`src/rtl/limit_order_book_matcher_unit_defines.svh`:
```
// assertion macros for the order book matcher
// used by the top level only; expects i_clk and i_rst_n in scope
`ifndef LIMIT_ORDER_BOOK_MATCHER_UNIT_DEFINES_SVH
`define LIMIT_ORDER_BOOK_MATCHER_UNIT_DEFINES_SVH

// checked property, disabled while reset is asserted
`define OBM_ASSERT(lbl, prop, msg) \
    lbl: assert property (@(posedge i_clk) disable iff (!i_rst_n) prop) else $error(msg);

// checked property, also checked during reset
`define OBM_ASSERT_ALWAYS(lbl, prop, msg) \
    lbl: assert property (@(posedge i_clk) prop) else $error(msg);

`endif

```
`src/rtl/obm_pkg.sv`:
```
// shared types and constants for the order book matcher
// no dependencies
package obm_pkg;

    localparam int SLOTS   = 32;
    localparam int IDX_W   = $clog2(SLOTS);
    localparam int ID_W    = 32;
    localparam int PRICE_W = 16;
    localparam int SHARE_W = 24;
    localparam int ARR_W   = 32;
    localparam int KIND_W  = 3;
    localparam int S_DATA_W = 80;
    localparam int M_DATA_W = 72;

    localparam logic [KIND_W-1:0] KIND_FILL      = 3'd0;
    localparam logic [KIND_W-1:0] KIND_RESTED    = 3'd1;
    localparam logic [KIND_W-1:0] KIND_FILLED    = 3'd2;
    localparam logic [KIND_W-1:0] KIND_CANCELLED = 3'd3;
    localparam logic [KIND_W-1:0] KIND_NOT_FOUND = 3'd4;
    localparam logic [KIND_W-1:0] KIND_FULL      = 3'd5;

    localparam logic FUNC_ADD    = 1'b0;
    localparam logic FUNC_CANCEL = 1'b1;

    typedef enum logic [1:0] {
        OP_NONE,
        OP_SUB,
        OP_KILL,
        OP_WRITE
    } t_op;

    // update broadcast to the cells
    typedef struct packed {
        t_op                op;
        logic [IDX_W-1:0]   idx;
        logic [SHARE_W-1:0] shares;
        logic [ID_W-1:0]    id;
        logic               side;
        logic [PRICE_W-1:0] price;
        logic [ARR_W-1:0]   arrival;
    } t_cmd;

    // search key broadcast to the cells
    typedef struct packed {
        logic               want_bid;
        logic [ID_W-1:0]    id;
        logic [ARR_W-1:0]   now;
    } t_key;

    // running search result handed from cell to cell
    typedef struct packed {
        logic               bfound;
        logic [IDX_W-1:0]   bidx;
        logic [PRICE_W-1:0] bprice;
        logic [ARR_W-1:0]   barr;
        logic [SHARE_W-1:0] bshares;
        logic [ID_W-1:0]    bid;
        logic               mfound;
        logic [IDX_W-1:0]   midx;
        logic [PRICE_W-1:0] mprice;
        logic [SHARE_W-1:0] mshares;
        logic               ffound;
        logic [IDX_W-1:0]   fidx;
    } t_cand;

endpackage

```
`src/rtl/obm_cell.sv`:
```
// one order slot plus one stage of the search chain
// depends on obm_pkg
module obm_cell (
    input  logic                   i_clk,
    input  logic                   i_rst_n,
    input  logic [obm_pkg::IDX_W-1:0] i_idx,
    input  obm_pkg::t_cmd          i_cmd,
    input  obm_pkg::t_key          i_key,
    input  obm_pkg::t_cand         i_cand,
    output obm_pkg::t_cand         o_cand,
    output logic                   o_valid
);
    import obm_pkg::*;

    logic               r_valid;
    logic [ID_W-1:0]    r_id;
    logic               r_side;
    logic [PRICE_W-1:0] r_price;
    logic [SHARE_W-1:0] r_shares;
    logic [ARR_W-1:0]   r_arr;
    t_cand              r_cand;
    t_cand              n_cand;

    logic               hit;
    logic [ARR_W-1:0]   age;
    logic [ARR_W-1:0]   bage;
    logic               better;
    logic               take;

    assign hit = (i_cmd.idx == i_idx);

    // slot valid bit
    always_ff @(posedge i_clk) begin
        if (!i_rst_n) begin
            r_valid <= 1'b0;
        end else if (hit) begin
            case (i_cmd.op)
                OP_SUB:   r_valid <= (r_shares != i_cmd.shares);
                OP_KILL:  r_valid <= 1'b0;
                OP_WRITE: r_valid <= 1'b1;
                default:  r_valid <= r_valid;
            endcase
        end
    end

    // slot payload
    always_ff @(posedge i_clk) begin
        if (hit && i_cmd.op == OP_SUB) begin
            r_shares <= r_shares - i_cmd.shares;
        end else if (hit && i_cmd.op == OP_WRITE) begin
            r_id     <= i_cmd.id;
            r_side   <= i_cmd.side;
            r_price  <= i_cmd.price;
            r_shares <= i_cmd.shares;
            r_arr    <= i_cmd.arrival;
        end
    end

    // merge this slot into the running search result
    always_comb begin
        age    = i_key.now - r_arr;
        bage   = i_key.now - i_cand.barr;
        better = i_key.want_bid ? (r_price > i_cand.bprice) : (r_price < i_cand.bprice);
        take   = r_valid && (r_side == i_key.want_bid) &&
                 (!i_cand.bfound || better ||
                  (r_price == i_cand.bprice && age > bage));
        n_cand = i_cand;
        if (take) begin
            n_cand.bfound  = 1'b1;
            n_cand.bidx    = i_idx;
            n_cand.bprice  = r_price;
            n_cand.barr    = r_arr;
            n_cand.bshares = r_shares;
            n_cand.bid     = r_id;
        end
        if (!i_cand.mfound && r_valid && r_id == i_key.id) begin
            n_cand.mfound  = 1'b1;
            n_cand.midx    = i_idx;
            n_cand.mprice  = r_price;
            n_cand.mshares = r_shares;
        end
        if (!i_cand.ffound && !r_valid) begin
            n_cand.ffound = 1'b1;
            n_cand.fidx   = i_idx;
        end
    end

    // chain stage register
    always_ff @(posedge i_clk) begin
        r_cand <= n_cand;
    end

    assign o_cand  = r_cand;
    assign o_valid = r_valid;

endmodule

```
`config.mk`:
```
export PLATFORM = sky130hd
export DESIGN_NAME = obm_cell
export DESIGN_NICKNAME = d
export VERILOG_FILES = /design/src/rtl/limit_order_book_matcher_unit_defines.svh /design/src/rtl/obm_pkg.sv /design/src/rtl/obm_cell.sv
export SDC_FILE = /design/constraint.sdc
export NUM_CORES = 1
export LEC_CHECK = 0
export ABC_AREA = 1
export BUFFER_PORTS_ARGS = -buffer_cell sky130_fd_sc_hd__buf_2
export CAP_MARGIN = 20
export CORE_AREA = 10 10 192 194
export DETAILED_ROUTE_END_ITERATION = 10
export DIE_AREA = 0 0 202 204
export GPL_TIMING_DRIVEN = 0
export PLACE_DENSITY_LB_ADDON = 0.1
export SYNTH_ARGS = -nofsm -noshare
export SYNTH_HDL_FRONTEND = slang
export SYNTH_SLANG_ARGS = --single-unit
```
`constraint.sdc`:
```
create_clock -name i_clk -period 10.2 [get_ports i_clk]
set_clock_uncertainty 0.1 [all_clocks]
set_input_delay 2.04 -clock i_clk [delete_from_list [all_inputs] [get_ports i_clk]]
set_output_delay 2.04 -clock i_clk [all_outputs]
set_load 0.05 [all_outputs]
```
==> flow_summary.toml <==
[sta]
whs_ns = 0.401
period_minus_slack_ns = 5.49
fin_crit_sh = 0.538
hold_viol = 0
grt_setup_unrepaired = "no"
tightest_slew_ns = 0.783
maxSlewViolCount = 0
max_freq_mhz = 182
final.setup.worst_slack_ns = 4.71
setup_viol = 0
relSlewSlack = 0.477

[layout]
final_cell_count_no_fill = 3109
nets = 3108
fill_cells = 3185
drive_above_1_share = 0.243
final_util = 0.610
syn2layout_area_growth_pct = 26.4

[setup_path]
cp-end-kind = "flip-flop"
cp_slowest_cell = "o21ai_1"
path_delay_family = "simple AND/OR/NAND/NOR gates"
cpMostUsedCell = "nand2_1"
start_kind = "input port"
crit_required_ns = 10.61
crit_arrival_ns = 5.90
path_buf_inv = 3
worst-path-max-fanout = 10
max_stage_delay_ns = 0.42
critPathKind = "in2reg"
crit_chain = "buf_2 -> ha_1 -> nand3_1 -> nand2_1 -> a21boi_0 -> o21ai_1 -> nand2_1 -> nand2_1 -> nand3_1 -> nand3_1 -> nand2_1 -> ha_1 -> nand2_1 -> nor2_2 -> nand4_1 -> nor3b_2 -> nand2_1 -> nand2_1 -> nand2_2 -> nand2_4 -> buf_6 -> buf_2 -> nand3_1 -> nand2_1"

[clock_tree]
cts_max_path_buffers = 3
clk_pin_slew_ns = 0.06
cts_root_buf = "clkbuf_16"
numCtsBuffers = 30
cts-resized-gates = 0
h-tree-depth = 1
post-cts-setup-buffer-count = 0
cts_hold_buf = 0
cts_sinks = 268
clk_latency_ns = 0.61
cts_tree = "yes"

[route]
drt-initial-drc-count = 1103
detail_route.wl_per_cell_um = 20.8
drc_errors = 0
wl_um = 64600
num_vias = 16200
firstDrtPassIters = 5
ant_nets = 0
viasPerCell = 5.22

[floorplan]
ioPinCount = 509
coreArea_mm2 = 0.0331
dieArea_mm2 = 0.0412
row_count = 67
fp.dieH_um = 204
die_w_um = 202
start_util = 0.483

[placed_design]
post-place-ws_ns = 4.15
numPortBuffers = 508
dp_hpwl_um = 55300
gp_congestion = 0.951
dp.cells = 3042

[synthesis]
synthTopCellsByArea = "dfxtp_1, edfxtp_1, nand2_1"
synth_compound_area_frac = 0.0979
syn-num-nets = 2558
netlist.area_leader.share = 0.204
netlist_top_cells_count = "nand2_1, inv_1, nand3_1, dfxtp_1, a21oi_1"
synth-async-reset-ratio = 0
synth_area_mm2 = 0.0160
synth_cell_types = 46
synth_most_common_cell = "nand2_1"
synth_top_family_by_area = "simple AND/OR/NAND/NOR gates"
synth.largest_area_cell = "dfxtp_1"
synth_simple_gate_area_frac = 0.273
synth.area.mux_share = 0.00282
synth-main-ff-cell = "dfxtp_1"
syn_avg_cell_area_um2 = 7.70
yosys.area_share.xor_xnor = 0.0449
synth_edf_count = 105
synth-adder-area-share = 0.108
syn_inst = 2076
yosysWarnings = 0
synth_seq_cells = 268
synth-seq-area-share = 0.401

[global_routing]
grt_util_all_layers = 0.299
grt_overflow = 0
antenna_found_initial = 13
grt_max_degree = 18
grt_pass1_wl_um = 96000
grt_pass1_vias = 16500

[min_path]
min_path_type = "reg2reg"

[power_and_ir_drop]
p_per_area_mw_per_mm2 = 146
peakVddDrop_v = 0.000149
static-leakage-power_uw = 0.0104

[job]
maxCapViolations = 0

[status]
status = "completed"
-- final timing paths --
| check | cells past startpoint | start | slack [ns] | end |
|---|---|---|---|---|
| max | 24 | i_key[2] | 4.71 | o_cand[123]$_DFF_P_ |
| min | 2 | r_arr[27]$_DFFE_PP_ | 0.40 | o_cand[135]$_DFF_P_ |
| max reg2reg | 24 | r_arr[2]$_DFFE_PP_ | 5.86 | o_cand[123]$_DFF_P_ |
| min reg2reg | 2 | r_arr[27]$_DFFE_PP_ | 0.40 | o_cand[135]$_DFF_P_ |
-- cell type report --
type | count | area, um2 | area share
Antenna cell | 11 | 27.5 | 0.00136
Buffer | 52 | 333 | 0.0165
Sequential cell | 268 | 6420 | 0.317
Tap cell | 448 | 561 | 0.0277
Inverter | 218 | 818 | 0.0405
Timing Repair Buffer | 518 | 2660 | 0.132
Clock inverter | 18 | 160 | 0.00792
Multi-Input combinational cell | 1538 | 8430 | 0.417
Clock buffer | 38 | 811 | 0.0401
-- per-stage QoR --
stage	total power (uW)	cell area [um2]	TNS, ns
6_report	2950	20200	0
5_1_grt	3070	20200	0
4_1_cts	2960	20200	0
3_5_place_dp	1890	19200	0
3_3_place_gp	1880	19100	-180.66
2_1_floorplan	1660	16000	0
-- kinds of logic after synthesis --
| group | after synthesis |
|---|---|
| xor gates and xnor gates | 82 |
| AOI/OAI and AO/OA | 286 |
| muxes | 4 |
| buffers and inverters | 270 |
| adders and majority gates | 136 |
| DFF | 268 |
| and+or+nand+nor | 1030 |
-- power breakdown --
part           total, uW  switching, uW  internal (uW)  leakage [uW]
clock               1070            472            594      0.000480
sequential          1170           15.2           1160       0.00232
combinational        708            470            237       0.00758
total               2950            958           1990        0.0104
-- cell usage in the layout (no fill, tap or decap), types with 11 or more instances in the layout --
cell type | Yosys | layout
ha_1 | 133 | 133
buf_4 | 10 | 11
nand3_1 | 204 | 204
nand4_1 | 16 | 16
a21o_1 | 14 | 14
o21ai_0 | 75 | 75
nand2_1 | 627 | 627
inv_1 | 215 | 215
nor2_1 | 118 | 118
buf_2 | 22 | 530
a21oi_1 | 143 | 143
dfxtp_1 | 163 | 163
o21bai_1 | 12 | 12
clkbuf_16 | 0 | 30
nor4_1 | 13 | 13
diode_2 | 0 | 11
o21ai_1 | 13 | 13
nor3_1 | 19 | 18
xor2_1 | 48 | 48
clkbuf_1 | 12 | 17
xnor2_1 | 34 | 34
edfxtp_1 | 105 | 105
buf_6 | 6 | 13
-- per-layer routing --
metal,vias to the layer above,share of wire,global-route usage
met5,-,0.00054,0
met4,6,0.028,0.0878
met3,92,0.073,0.0674
met2,587,0.52,0.551
met1,7544,0.38,0.338
li1,8004,-,-
-- state kept, by name (all words and copies together) (netlist names) --
register,flops
r_id,32
r_arr,32
r_price,16
o_valid,1
o_cand,162
r_side,1
r_shares,24
-- worst register-to-register path: cells and delay by family (launching register included) --
kind / cells / cell delay (ns)
AO/OA/AOI/OAI: 2 / 0.60
adder cells (fa/ha/maj): 2 / 0.68
buffers and inverters: 3 / 0.52
flip-flops: 1 / 0.38
AND/OR/NAND/NOR: 17 / 2.01
No activity file was read; power rests on OpenSTA's default activity.
